===== src/sv/bsfn_pkg.sv =====
// Shared types and constants for the bitmap with set-bit count and find-next iterator.
package bsfn_pkg;

  // Default storage size in 64-bit words
  localparam int MAP_WORDS_DEFAULT = 16;

  // Capacity register reset value
  localparam logic [10:0] CAPACITY_RESET = 11'd1024;

  // Width of the effective capacity (holds up to 64 words of 64 bits)
  localparam int EFF_W = 13;

  // Queue between front and back
  localparam int QUEUE_DEPTH = 2;
  localparam int QPTR_W = 1;
  localparam int QCNT_W = 2;

  // Operation codes on the input beat
  localparam logic [2:0] OP_SET       = 3'd0;
  localparam logic [2:0] OP_CLEAR     = 3'd1;
  localparam logic [2:0] OP_TEST      = 3'd2;
  localparam logic [2:0] OP_FIND      = 3'd3;
  localparam logic [2:0] OP_RESTART   = 3'd4;
  localparam logic [2:0] OP_CLEAR_ALL = 3'd5;

  // Classified work kinds as queued for the back end
  typedef enum logic [2:0] {
    K_SET,
    K_CLEAR,
    K_TEST,
    K_ERROR,
    K_FIND,
    K_RESTART,
    K_CLEAR_ALL,
    K_NONE
  } kind_t;

  typedef struct packed {
    logic [2:0] operation;
    logic [9:0] bit_index;
  } item_t;

  typedef struct packed {
    logic        bit_is_set;
    logic        found;
    logic [9:0]  found_position;
    logic [10:0] set_count;
    logic        index_error;
  } result_t;

  typedef struct packed {
    kind_t      kind;
    logic [9:0] bit_index;
  } entry_t;

endpackage


===== src/sv/bsfn_front.sv =====
// Front end: accept input beats, range-check the index and classify the operation.
module bsfn_front (
  input  logic                       item_valid,
  output logic                       item_stall,
  input  bsfn_pkg::item_t            item,
  input  logic [bsfn_pkg::EFF_W-1:0] eff_capacity,
  input  logic                       queue_full,
  output logic                       push,
  output bsfn_pkg::entry_t           push_entry
);

  logic [bsfn_pkg::EFF_W-1:0] index_ext;
  logic                       out_of_range;

  // Hold the beat while the queue has no room
  assign item_stall = queue_full;
  assign push       = item_valid && !queue_full;

  assign index_ext    = {{(bsfn_pkg::EFF_W-10){1'b0}}, item.bit_index};
  assign out_of_range = index_ext >= eff_capacity;

  // Classify the operation
  always_comb begin
    push_entry.bit_index = item.bit_index;
    unique case (item.operation)
      bsfn_pkg::OP_SET:       push_entry.kind = out_of_range ? bsfn_pkg::K_ERROR : bsfn_pkg::K_SET;
      bsfn_pkg::OP_CLEAR:     push_entry.kind = out_of_range ? bsfn_pkg::K_ERROR : bsfn_pkg::K_CLEAR;
      bsfn_pkg::OP_TEST:      push_entry.kind = out_of_range ? bsfn_pkg::K_ERROR : bsfn_pkg::K_TEST;
      bsfn_pkg::OP_FIND:      push_entry.kind = bsfn_pkg::K_FIND;
      bsfn_pkg::OP_RESTART:   push_entry.kind = bsfn_pkg::K_RESTART;
      bsfn_pkg::OP_CLEAR_ALL: push_entry.kind = bsfn_pkg::K_CLEAR_ALL;
      default:                push_entry.kind = bsfn_pkg::K_NONE;
    endcase
  end

endmodule


===== src/sv/bsfn_queue.sv =====
// Short queue of classified work between the front and back ends.
module bsfn_queue (
  input  logic             clk,
  input  logic             rst,
  input  logic             push,
  input  bsfn_pkg::entry_t push_entry,
  output logic             full,
  input  logic             pop,
  output logic             empty,
  output bsfn_pkg::entry_t head
);

  bsfn_pkg::entry_t                entries [bsfn_pkg::QUEUE_DEPTH];
  logic [bsfn_pkg::QPTR_W-1:0]     wr_ptr;
  logic [bsfn_pkg::QPTR_W-1:0]     rd_ptr;
  logic [bsfn_pkg::QCNT_W-1:0]     fill;

  assign full  = fill == bsfn_pkg::QCNT_W'(bsfn_pkg::QUEUE_DEPTH);
  assign empty = fill == '0;
  assign head  = entries[rd_ptr];

  // Store pushed entries
  always_ff @(posedge clk) begin
    if (push) begin
      entries[wr_ptr] <= push_entry;
    end
  end

  // Advance pointers and fill count
  always_ff @(posedge clk) begin
    if (rst) begin
      wr_ptr <= '0;
      rd_ptr <= '0;
      fill   <= '0;
    end else begin
      if (push) begin
        wr_ptr <= wr_ptr + 1'b1;
      end
      if (pop) begin
        rd_ptr <= rd_ptr + 1'b1;
      end
      if (push && !pop) begin
        fill <= fill + 1'b1;
      end else if (pop && !push) begin
        fill <= fill - 1'b1;
      end
    end
  end

endmodule


===== src/sv/bsfn_back.sv =====
// Back end: bitmap word store, bit updates, count, find-next word walk and result register.
module bsfn_back #(
  parameter int MAP_WORDS = bsfn_pkg::MAP_WORDS_DEFAULT
) (
  input  logic                               clk,
  input  logic                               rst,
  input  logic [((MAP_WORDS > 1) ? $clog2(MAP_WORDS) : 1):0] word_total,
  input  logic                               q_empty,
  input  bsfn_pkg::entry_t                   q_head,
  output logic                               q_pop,
  output logic                               result_valid,
  input  logic                               result_stall,
  output bsfn_pkg::result_t                  result
);

  localparam int WIDX_W = (MAP_WORDS > 1) ? $clog2(MAP_WORDS) : 1;
  localparam int POS_W  = WIDX_W + 6;

  typedef enum logic [1:0] {
    ST_IDLE,
    ST_ACCESS,
    ST_SCAN,
    ST_ENCODE
  } state_t;

  state_t                 state;
  bsfn_pkg::entry_t       work;
  logic [WIDX_W-1:0]      cur_w;
  logic                   first_masked;
  logic                   last_valid;
  logic [POS_W-1:0]       hit_pos;
  logic [10:0]            ones_count;
  logic [63:0]            lowest_bit;
  logic [MAP_WORDS-1:0]   word_valid;

  // Word store
  logic [63:0]            mem [MAP_WORDS];
  logic [63:0]            rd_data;
  logic                   rd_valid;
  logic                   rd_en;
  logic [WIDX_W-1:0]      rd_addr;
  logic                   wr_en;
  logic [63:0]            wr_data;

  logic                   out_free;
  logic [WIDX_W+3:0]      q_addr_wide;
  logic [WIDX_W-1:0]      q_addr;
  logic [WIDX_W+3:0]      work_addr_wide;
  logic [WIDX_W-1:0]      work_addr;
  logic [WIDX_W-1:0]      start_w;
  logic                   start_ok;
  logic [WIDX_W:0]        next_w;
  logic                   more_words;
  logic [63:0]            word;
  logic [63:0]            bit_mask;
  logic                   cur_bit;
  logic [6:0]             keep_shift;
  logic [63:0]            keep_mask;
  logic [63:0]            scan_word;
  logic [63:0]            scan_lowest;
  logic [5:0]             bit_enc;
  logic [POS_W-1:0]       found_pos;
  logic [POS_W+9:0]       found_pos_wide;
  logic                   res_load;
  bsfn_pkg::result_t      res_val;
  logic [10:0]            count_next;

  assign out_free = !result_valid || !result_stall;

  // Word addresses from bit indexes
  assign q_addr_wide    = {{WIDX_W{1'b0}}, q_head.bit_index[9:6]};
  assign q_addr         = q_addr_wide[WIDX_W-1:0];
  assign work_addr_wide = {{WIDX_W{1'b0}}, work.bit_index[9:6]};
  assign work_addr      = work_addr_wide[WIDX_W-1:0];

  // Find start word and walk limit
  assign start_w    = last_valid ? hit_pos[POS_W-1:6] : '0;
  assign start_ok   = {1'b0, start_w} < word_total;
  assign next_w     = {1'b0, cur_w} + 1'b1;
  assign more_words = next_w < word_total;

  // Word read back; words never written since reset or clear all read as zero
  assign word     = rd_valid ? rd_data : 64'd0;
  assign bit_mask = 64'd1 << work.bit_index[5:0];
  assign cur_bit  = word[work.bit_index[5:0]];

  // Drop bits at and below the last found position in the first word walked
  assign keep_shift  = {1'b0, hit_pos[5:0]} + 7'd1;
  assign keep_mask   = ~64'd0 << keep_shift;
  assign scan_word   = first_masked ? (word & keep_mask) : word;
  assign scan_lowest = scan_word & (~scan_word + 64'd1);

  // Encode the isolated lowest bit
  always_comb begin
    bit_enc = '0;
    for (int i = 0; i < 64; i++) begin
      if (lowest_bit[i]) begin
        bit_enc = bit_enc | 6'(i);
      end
    end
  end

  assign found_pos      = {cur_w, bit_enc};
  assign found_pos_wide = {10'd0, found_pos};

  // Sequence memory accesses and form results
  always_comb begin
    q_pop      = 1'b0;
    rd_en      = 1'b0;
    rd_addr    = q_addr;
    wr_en      = 1'b0;
    wr_data    = word;
    res_load   = 1'b0;
    res_val    = '0;
    count_next = ones_count;
    unique case (state)
      ST_IDLE: begin
        if (!q_empty && out_free) begin
          q_pop = 1'b1;
          unique case (q_head.kind)
            bsfn_pkg::K_SET, bsfn_pkg::K_CLEAR, bsfn_pkg::K_TEST: begin
              rd_en   = 1'b1;
              rd_addr = q_addr;
            end
            bsfn_pkg::K_FIND: begin
              if (start_ok) begin
                rd_en   = 1'b1;
                rd_addr = start_w;
              end else begin
                res_load = 1'b1;
              end
            end
            bsfn_pkg::K_ERROR: begin
              res_load            = 1'b1;
              res_val.index_error = 1'b1;
            end
            bsfn_pkg::K_CLEAR_ALL: begin
              res_load   = 1'b1;
              count_next = '0;
            end
            default: begin
              res_load = 1'b1;
            end
          endcase
        end
      end
      ST_ACCESS: begin
        res_load           = 1'b1;
        res_val.bit_is_set = cur_bit;
        if (work.kind == bsfn_pkg::K_SET && !cur_bit) begin
          wr_en      = 1'b1;
          wr_data    = word | bit_mask;
          count_next = ones_count + 11'd1;
        end else if (work.kind == bsfn_pkg::K_CLEAR && cur_bit) begin
          wr_en      = 1'b1;
          wr_data    = word & ~bit_mask;
          count_next = ones_count - 11'd1;
        end
      end
      ST_SCAN: begin
        if (scan_lowest == 64'd0) begin
          if (more_words) begin
            rd_en   = 1'b1;
            rd_addr = next_w[WIDX_W-1:0];
          end else begin
            res_load = 1'b1;
          end
        end
      end
      ST_ENCODE: begin
        res_load               = 1'b1;
        res_val.found          = 1'b1;
        res_val.found_position = found_pos_wide[9:0];
      end
      default: begin
        res_load = 1'b0;
      end
    endcase
    res_val.set_count = count_next;
  end

  // Word store: one write and one registered read per cycle
  always_ff @(posedge clk) begin
    if (wr_en) begin
      mem[work_addr] <= wr_data;
    end
    if (rd_en) begin
      rd_data  <= mem[rd_addr];
      rd_valid <= word_valid[rd_addr];
    end
  end

  // State, iterator, count and result register
  always_ff @(posedge clk) begin
    if (rst) begin
      state        <= ST_IDLE;
      last_valid   <= 1'b0;
      hit_pos      <= '0;
      ones_count   <= '0;
      word_valid   <= '0;
      result_valid <= 1'b0;
    end else begin
      ones_count <= count_next;
      // Load a new result beat, or drop the one taken
      if (res_load) begin
        result_valid <= 1'b1;
        result       <= res_val;
      end else if (result_valid && !result_stall) begin
        result_valid <= 1'b0;
      end
      if (wr_en) begin
        word_valid[work_addr] <= 1'b1;
      end
      unique case (state)
        ST_IDLE: begin
          if (q_pop) begin
            work <= q_head;
            unique case (q_head.kind)
              bsfn_pkg::K_SET, bsfn_pkg::K_CLEAR, bsfn_pkg::K_TEST: begin
                state <= ST_ACCESS;
              end
              bsfn_pkg::K_FIND: begin
                if (start_ok) begin
                  cur_w        <= start_w;
                  first_masked <= last_valid;
                  state        <= ST_SCAN;
                end else begin
                  last_valid <= 1'b0;
                  hit_pos    <= '0;
                end
              end
              bsfn_pkg::K_RESTART: begin
                last_valid <= 1'b0;
                hit_pos    <= '0;
              end
              bsfn_pkg::K_CLEAR_ALL: begin
                word_valid <= '0;
                last_valid <= 1'b0;
                hit_pos    <= '0;
              end
              default: begin
                state <= ST_IDLE;
              end
            endcase
          end
        end
        ST_ACCESS: begin
          state <= ST_IDLE;
        end
        ST_SCAN: begin
          if (scan_lowest != 64'd0) begin
            lowest_bit <= scan_lowest;
            state      <= ST_ENCODE;
          end else if (more_words) begin
            cur_w        <= next_w[WIDX_W-1:0];
            first_masked <= 1'b0;
          end else begin
            last_valid <= 1'b0;
            hit_pos    <= '0;
            state      <= ST_IDLE;
          end
        end
        ST_ENCODE: begin
          last_valid <= 1'b1;
          hit_pos    <= found_pos;
          state      <= ST_IDLE;
        end
        default: begin
          state <= ST_IDLE;
        end
      endcase
    end
  end

endmodule


===== src/sv/bitmap_set_with_find_next.sv =====
// The back end takes one item at a time and pops the next only in its idle state with the
// result register free. Set, clear and test read their word, then update it if needed and
// load the result in the access state; other simple ops load their result on the pop; a find
// reads the words from the last hit one by one in the scan state, then the encode state, as
// the word store has a single read port. Synchronous reset empties the map at once through
// per-word valid bits, clears count and iterator, and sets capacity_bits to 1024.
module bitmap_set_with_find_next #(
  parameter int MAP_WORDS = bsfn_pkg::MAP_WORDS_DEFAULT
) (
  input  logic              clk,
  input  logic              rst,
  input  logic              item_valid,
  output logic              item_stall,
  input  bsfn_pkg::item_t   item,
  output logic              result_valid,
  input  logic              result_stall,
  output bsfn_pkg::result_t result,
  input  logic              cfg_write_en,
  input  logic [10:0]       cfg_write_data
);

  localparam int WIDX_W = (MAP_WORDS > 1) ? $clog2(MAP_WORDS) : 1;
  localparam logic [bsfn_pkg::EFF_W-1:0] CAP_LIMIT = bsfn_pkg::EFF_W'(MAP_WORDS * 64);

  logic [10:0]                capacity_bits;
  logic [bsfn_pkg::EFF_W-1:0] cap_ext;
  logic [bsfn_pkg::EFF_W-1:0] eff_capacity;
  logic [bsfn_pkg::EFF_W-1:0] words_wide;
  logic [WIDX_W:0]            word_total;

  logic                       push;
  bsfn_pkg::entry_t           push_entry;
  logic                       queue_full;
  logic                       q_pop;
  logic                       q_empty;
  bsfn_pkg::entry_t           q_head;

  // Hold the capacity register
  always_ff @(posedge clk) begin
    if (rst) begin
      capacity_bits <= bsfn_pkg::CAPACITY_RESET;
    end else if (cfg_write_en) begin
      capacity_bits <= cfg_write_data;
    end
  end

  // Saturate capacity to storage and count the words a find walks
  assign cap_ext      = {{(bsfn_pkg::EFF_W-11){1'b0}}, capacity_bits};
  assign eff_capacity = (cap_ext < CAP_LIMIT) ? cap_ext : CAP_LIMIT;
  assign words_wide   = (eff_capacity + bsfn_pkg::EFF_W'(63)) >> 6;
  assign word_total   = words_wide[WIDX_W:0];

  bsfn_front u_front (
    .item_valid   (item_valid),
    .item_stall   (item_stall),
    .item         (item),
    .eff_capacity (eff_capacity),
    .queue_full   (queue_full),
    .push         (push),
    .push_entry   (push_entry)
  );

  bsfn_queue u_queue (
    .clk        (clk),
    .rst        (rst),
    .push       (push),
    .push_entry (push_entry),
    .full       (queue_full),
    .pop        (q_pop),
    .empty      (q_empty),
    .head       (q_head)
  );

  bsfn_back #(
    .MAP_WORDS (MAP_WORDS)
  ) u_back (
    .clk          (clk),
    .rst          (rst),
    .word_total   (word_total),
    .q_empty      (q_empty),
    .q_head       (q_head),
    .q_pop        (q_pop),
    .result_valid (result_valid),
    .result_stall (result_stall),
    .result       (result)
  );

endmodule


===== config.mk =====
export PLATFORM = sky130hd
export DESIGN_NAME = bitmap_set_with_find_next
export DESIGN_NICKNAME = d
export VERILOG_FILES = /design/src/sv/bsfn_pkg.sv /design/src/sv/bsfn_front.sv /design/src/sv/bsfn_queue.sv /design/src/sv/bsfn_back.sv /design/src/sv/bitmap_set_with_find_next.sv
export SDC_FILE = /design/constraint.sdc
export NUM_CORES = 2
export LEC_CHECK = 0
export ABC_AREA = 1
export BUFFER_PORTS_ARGS = -buffer_cell sky130_fd_sc_hd__buf_2
export CORE_ASPECT_RATIO = 1.2
export CORE_UTILIZATION = 40
export DETAILED_ROUTE_END_ITERATION = 16
export PLACE_DENSITY = 0.55
export SKIP_LAST_GASP = 1
export SYNTH_ARGS = -nofsm -noshare
export SYNTH_HDL_FRONTEND = slang
export SYNTH_SLANG_ARGS = --single-unit

===== constraint.sdc =====
create_clock -name clk -period 8 [get_ports clk]
set_input_delay 0.8 -clock clk [delete_from_list [all_inputs] [get_ports clk]]
set_output_delay 0.8 -clock clk [all_outputs]
set_load 0.1 [all_outputs]

After elaboration in Yosys (flattened, before gate mapping)
Memories as Yosys holds them, arrays and structs flattened. A register that Yosys moved wholly into a read port is not among the register bits. Index checks and enable logic that the tools add are counted.

Word-level logic and storage cells: 427. RAM bits: 1050. Output and inout bits: 26. Latch bits: 0. Input bits: 29. Flip-flop bits (word level): 163. Memories: 2. ROM bits: 0.

Memories: u_back.mem (words 16, width 64, rd ports 1, clocked after Yosys merged registers in 1, write ports 1, RTL line bsfn_back.sv:37) `logic [63:0] mem [MAP_WORDS];`; u_queue.entries (words 2, width 13, rd ports 1, clocked after Yosys merged registers in 1, write ports 1, RTL line bsfn_queue.sv:13) `bsfn_pkg::entry_t entries [bsfn_pkg::QUEUE_DEPTH];`.

Shift-type cells: 2. Muxes and demuxes: 306. Multiply operators: 0. Magnitude comparators: 8. Reduce and logical (&&, ||, !) cells: 43. Bitwise logic cells: 8. Div/mod/pow operators: 0. Equality and inequality tests: 27. Add/subtract/negate cells: 10.

Operator list (count): $mux W64 (13); $and A64 B64 Y64 (3); $mux W6 (32); $mux W10 (19); $mux W16 (11); $mux W4 (43); $mux W11 (14); $not A64 Y64 (2); $mux W1 (101); $mux W5 (16); $mux W13 (5); $add A64 B1 Y64 const B (1); $logic_not A64 Y1 (1); $or A64 B64 Y64 (1); $reduce_bool A64 Y1 (1); $shl A1 B6 Y64 const A (1); $shl A64 B7 Y64 const A (1); $mux W2 (28); $mux W24 (2); $pmux W10 S3 (1); $pmux W11 S2 (1); $pmux W10 S2 (1); $pmux W3 S6 (1); $or A16 B16 Y16 (1); other kinds (48) (104).

Logic depth before layout (Yosys ltp)
Depth after elaboration: 66. Mapped depth: 33. Gate-level depth less buffers: 31.

Modules after synthesis
From an unflattened synthesis, not the netlist that was laid out.

Cell total of the unflattened synthesis: 6208. Area, all modules: 60984.7 um2.

By module, submodules not included: bsfn_back (times used 1, cells each 5963, area an instance 58637.5 um2, sequential area each 36675.2 um2); bsfn_queue (times used 1, cells each 73, area an instance 1202.4 um2, sequential area each 880.8 um2); bitmap_set_with_find_next (times used 1, cells each 90, area an instance 666.9 um2, sequential area each 220.2 um2); bsfn_front (times used 1, cells each 82, area an instance 478.0 um2, sequential area each 0.0 um2).

Worst setup path after synthesis
No wires, ideal clock.

Path kind: reg-to-reg. Start: register u_back.hit_pos[1]. End: register u_back.rd_data[0], read port of u_back.mem, enable pin. Clock period less this slack: 6.298 ns. Data required time: 7.489 ns. Arrival: 5.787 ns. Setup time: 0.511 ns. Buffers on the path: 0. Stages on the path, launching flop included: 22. Setup slack: 1.702 ns. Cells stage by stage: dfxtp_1 -> ha_1 -> inv_1 -> ha_1 -> inv_1 -> nor2_1 -> inv_1 -> nand4_1 -> nand3_1 -> nor2_1 -> nor2_1 -> nand2_1 -> nor2_1 -> nand2_1 -> nor2_2 -> nand3_1 -> nand2_1 -> nor2_1 -> nand2_1 -> nor2_2 -> nand4_1 -> o22ai_1.

Word-level cells in the longest chain between the ends: 11. Elaborated cells on any way between the ends: 14. Classes of those cells: add/sub (2); shift (1); mux (7); bitwise (3); reduce/logical (1).

RTL lines: from (decl) (RTL line bsfn_back.sv:31) `logic [POS_W-1:0] hit_pos;`; from (signal assigned) (RTL line bsfn_back.sv:265) `hit_pos <= found_pos;`; $add A6 B1 Y7 (*) (RTL line bsfn_back.sv:88) `assign keep_shift = {1'b0, hit_pos[5:0]} + 7'd1;`; $shl A64 B7 Y64 (*) (RTL line bsfn_back.sv:89) `assign keep_mask = ~64'd0 << keep_shift;`; $and A64 B64 Y64 (*) (RTL line bsfn_back.sv:90) `assign scan_word = first_masked ? (word & keep_mask) : word;`; $mux W64 (*) (RTL line bsfn_back.sv:90); $not A64 Y64 (RTL line bsfn_back.sv:91) `assign scan_lowest = scan_word & (~scan_word + 64'd1);`; $add A64 B1 Y64 (RTL line bsfn_back.sv:91); $and A64 B64 Y64 (*) (RTL line bsfn_back.sv:91); $logic_not A64 Y1 (*) (RTL line bsfn_back.sv:161) `if (scan_lowest == 64'd0) begin`; $mux W1 (*) (RTL line bsfn_back.sv:161); $mux W1 (*) (RTL line bsfn_back.sv:116) `unique case (state)`; $pmux W1 S2 (*) (RTL line bsfn_back.sv:116); named net u_back.rd_en (RTL line bsfn_back.sv:40) `logic rd_en;`; to (decl) (RTL line bsfn_back.sv:38) `logic [63:0] rd_data;`.

Mark *: on every way through the listed nets, which the timed path passes. The rest lies on a longest branch. The select of a mux whose other input is x is not followed. A chain may end at the register's enable or synchronous reset.

Worst setup path after layout
Start: register u_back.hit_pos[2]. End: register u_back.rd_data[26], read port of u_back.mem (data pin).

Word-level cells in the longest chain between the ends: 11. Elaborated cells on any way between the ends: 14. Classes of those cells: add/sub (2); shift (1); mux (7); bitwise (3); reduce/logical (1).

RTL lines (RTL line): $add A6 B1 Y7 (*) (bsfn_back.sv:88); $shl A64 B7 Y64 (*) (bsfn_back.sv:89); $and A64 B64 Y64 (*) (bsfn_back.sv:90); $mux W64 (*) (bsfn_back.sv:90); $not A64 Y64 (bsfn_back.sv:91); $add A64 B1 Y64 (bsfn_back.sv:91); $and A64 B64 Y64 (*) (bsfn_back.sv:91); $logic_not A64 Y1 (*) (bsfn_back.sv:161); $mux W4 or $mux W1 (tied branches) (bsfn_back.sv:161); $mux W4 or $mux W1 (tied branches) (bsfn_back.sv:116); $pmux W4 S2 or $pmux W1 S2 (tied branches) (bsfn_back.sv:116).

Every way passes the cells marked *; elsewhere a longest branch is shown, timed or not. The select of a mux whose other input is x is not followed.

==> impl_metrics.toml <==
[status]
status = "finished clean"

[sta]
fin_tns_setup_ns = 0
hold_viol_final = 0
min_period_over_period_pct = 80.84
rsz0062_at_grt = "no"
max_freq_mhz = 154.6
drv_slew = 0
worstMarginPinSlew_ns = 1.434
setup_viol = 0
skew_ns = 0.04746
slew_headroom_pct = 4.379
fin_crit_ns = 6.467
timing.hold.ws_ns = 0.2234
fin_ws_ns = 1.533

[yosys]
yosysWarnings = 0
syn_area_per_cell_um2 = 9.665
ys_ff_latch = 1277
synth.top_cell.area_share_pct = 61.38
ys_types = 52
syn_nets = 6228
yosys.area.top_type = "edfxtp_1"
synth_common_cells = "1,613 x nand2_1, 1,220 x edfxtp_1, 1,172 x nand3_1"
ys.flop_type = "edfxtp_1"
syn-cell-area_mm2 = 0.05968
synth.area.top_cells = "edfxtp_1 61%, nand2_1 10%, nand3_1 9.8%"
seq_area_frac_synth_pct = 63.30
synth-edff-count = 1220
async_flop_share_pct = 0
postSynthCellCount = 6175
post-synth-top-count-cell = "nand2_1"

[place]
pre_cts_ws_ns = 1.774
postPlaceCellArea_mm2 = 0.06250
port_buffers = 54
dp_hpwl_mm = 111.8
gp_congestion = 0.9814
dp.cells = 7989

[clock_network]
cts_buffer_depth = 3
clkTransAtPathRegs_ns = 0.06
post_cts_buffers = 0
cts_buffers = 135
ctsHoldBuffers = 0
clk_latency_ns = 0.81
htree_levels = 4
cts-resized-gates = 0
cts_tree = "built"
cts_root_buf = "clkbuf_16"
numClockSinks = 1277

[route]
drtAntennaViolNets = 0
viasPerCell = 5.421
wl_per_cell_um = 23.02
wl_mm = 189.5
firstDrtPassIters = 9
via_count = 44625
drc = 0
drtIter0Drc = 4487

[hold_path]
hp-class = "input pin to register"
whs_path_depth = 3
min_from = "cfg_write_data[7]"
whs_endpoint = "capacity_bits[7]"

[pwr]
total_power_mw = 27.44
switchingPower_mw = 12.24
p_leak_nw = 27.21
p_int_mw = 15.20
p_sw_share_pct = 44.61
ir_worst_vdd_v = 0.0004540
combPwrFrac_pct = 45.9
power.density_mw_per_mm2 = 411.3
pwr-share-seq_pct = 31.9
pwr-share-clk_pct = 22.2

[floorplan]
die_area_mm2 = 0.1508
io_pins = 55
initial_core_util_pct = 40.49
num_rows = 154
die_w_um = 354.6
dieHeight_um = 425.1
placeableCoreArea_mm2 = 0.1474

[global_routing]
track_usage_pct = 24.93
grt_pass1_wl_mm = 280.4
grt_max_degree = 173
antenna_found_initial = 1
grt_pass1_vias = 42477
grt_remaining_overflow = 0

[layout]
final_cells = 8232
area_growth_pct = 11.80
postLayoutCellArea_mm2 = 0.06673
drive_above_1_share_pct = 7.084
fillCellCount = 13856
n_antenna_cell = 0
nets = 6230
fin_util_pct = 45.27

[setup_path]
worstReg2RegStart = "u_back.hit_pos[2]"
cp_data_arrival_time_ns = 7.00
cp-end-kind = "register"
slowest_stage = "dfxtp_1"
rr_worst_depth = 28
path_class = "register to register"
cp-start-kind = "register"
r2r_slack_ns = 1.53
r2r-end = "u_back.rd_data[26]"
path_max_fanout = 49
cp.required_ns = 8.53
slowest_delay_ns = 0.59
critPathMostFrequentCell = "nand2_1"

[job]
drv_cap = 0
[state kept, by name (all words and copies together) (netlist names), named ones only]
signal,cells
u_back.mem,1024
u_back.rd_data,64
u_back.lowest_bit,63
u_queue.entries,26
u_back.result,24
u_back.word_valid,16
u_back.work,13
capacity_bits,11
u_back.ones_count,11
u_back.hit_pos,10
u_back.cur_w,4
u_back.state,2
u_queue.fill,2
u_back.first_masked,1
u_back.last_valid,1
u_back.rd_valid,1
u_back.result_valid,1
u_queue.rd_ptr,1
u_queue.wr_ptr,1
[power by group through the flow]
stage	sequential [mW]	combinational, mW	clock [mW]
3_5_place_dp	8.89	12.5	0
6_report	8.75	12.6	6.10
5_1_grt	8.77	13.9	6.44
2_1_floorplan	9.00	8.16	0
4_1_cts	8.75	12.6	6.21
3_3_place_gp	8.89	12.5	0
[how the worst max path moves through the flow]
| stage | from | to | slack [ns] | cells after the start |
|---|---|---|---|---|
| after floorplan | u_back.hit_pos[1] | u_back.rd_data[0] | 1.70 | 21 |
| after global placement | u_back.hit_pos[2] | u_back.rd_data[8] | 1.63 | 28 |
| after detailed placement | u_back.hit_pos[2] | u_back.rd_data[5] | 1.77 | 28 |
| after CTS | u_back.hit_pos[2] | u_back.rd_data[26] | 1.71 | 28 |
| after global routing | u_back.hit_pos[2] | u_back.rd_data[31] | 1.12 | 28 |
| final | u_back.hit_pos[2] | u_back.rd_data[26] | 1.53 | 28 |
[cells by family (layout without fill, tap and decap cells)]
family	Yosys count	after routing	share of synthesized area (%)
and+or+nand+nor	3432	3432	25.54
DFF	1277	1277	63.30
buffers and inverters	1124	1231	7.610
AOI/OAI and AO/OA	310	310	2.931
adders and majority gates	24	24	0.5032
xor gates and xnor gates	7	7	0.1027
muxes	1	1	0.01677
[per-layer routing]
layer	vias up	share of wire (%)	routed length, um	GRT usage [%]
met3	352	6.2	11670	2.967
met1	21794	43	80710	33.69
met5	-	0	0	0
met4	0	3.9	7328	10.12
li1	20802	-	-	-
met2	1677	47	89770	40.77
[critical path, delay by kind of cell, from the launching register on]
| family | cells | cell delay (ns) |
|---|---|---|
| AND/OR/NAND/NOR | 26 | 4.59 |
| buffers and inverters | 2 | 0.91 |
| flip-flops | 1 | 0.59 |
[final cells by class]
| class | count | area, um^2 | area share [%] |
|---|---|---|---|
| Sequential cell | 1277 | 37780 | 56.61 |
| Clock buffer | 178 | 3581 | 5.367 |
| Clock inverter | 64 | 635.6 | 0.9526 |
| Tap cell | 1950 | 2440 | 3.657 |
| Timing Repair Buffer | 204 | 1759 | 2.636 |
| Inverter | 785 | 2974 | 4.457 |
| Multi-Input combinational cell | 3774 | 17560 | 26.32 |
[placed cells by master (no fill, tap or decap), types with 9 or more instances in the layout]
master / count
clkinv_1: 29
o21ai_0: 140
dfxtp_1: 57
nor4_1: 44
clkbuf_16: 136
buf_2: 54
nand2_1: 1612
buf_4: 121
clkinv_2: 13
inv_1: 769
clkbuf_1: 40
nor2_2: 9
a221oi_1: 9
buf_12: 29
edfxtp_1: 1220
nand4_1: 38
ha_1: 24
o22ai_1: 32
nor2_4: 12
a21oi_1: 66
nand3b_1: 136
nor2_1: 343
nor3_1: 39
o21ai_1: 17
nand3_1: 1171
No activity file was read; power rests on OpenSTA's default activity.
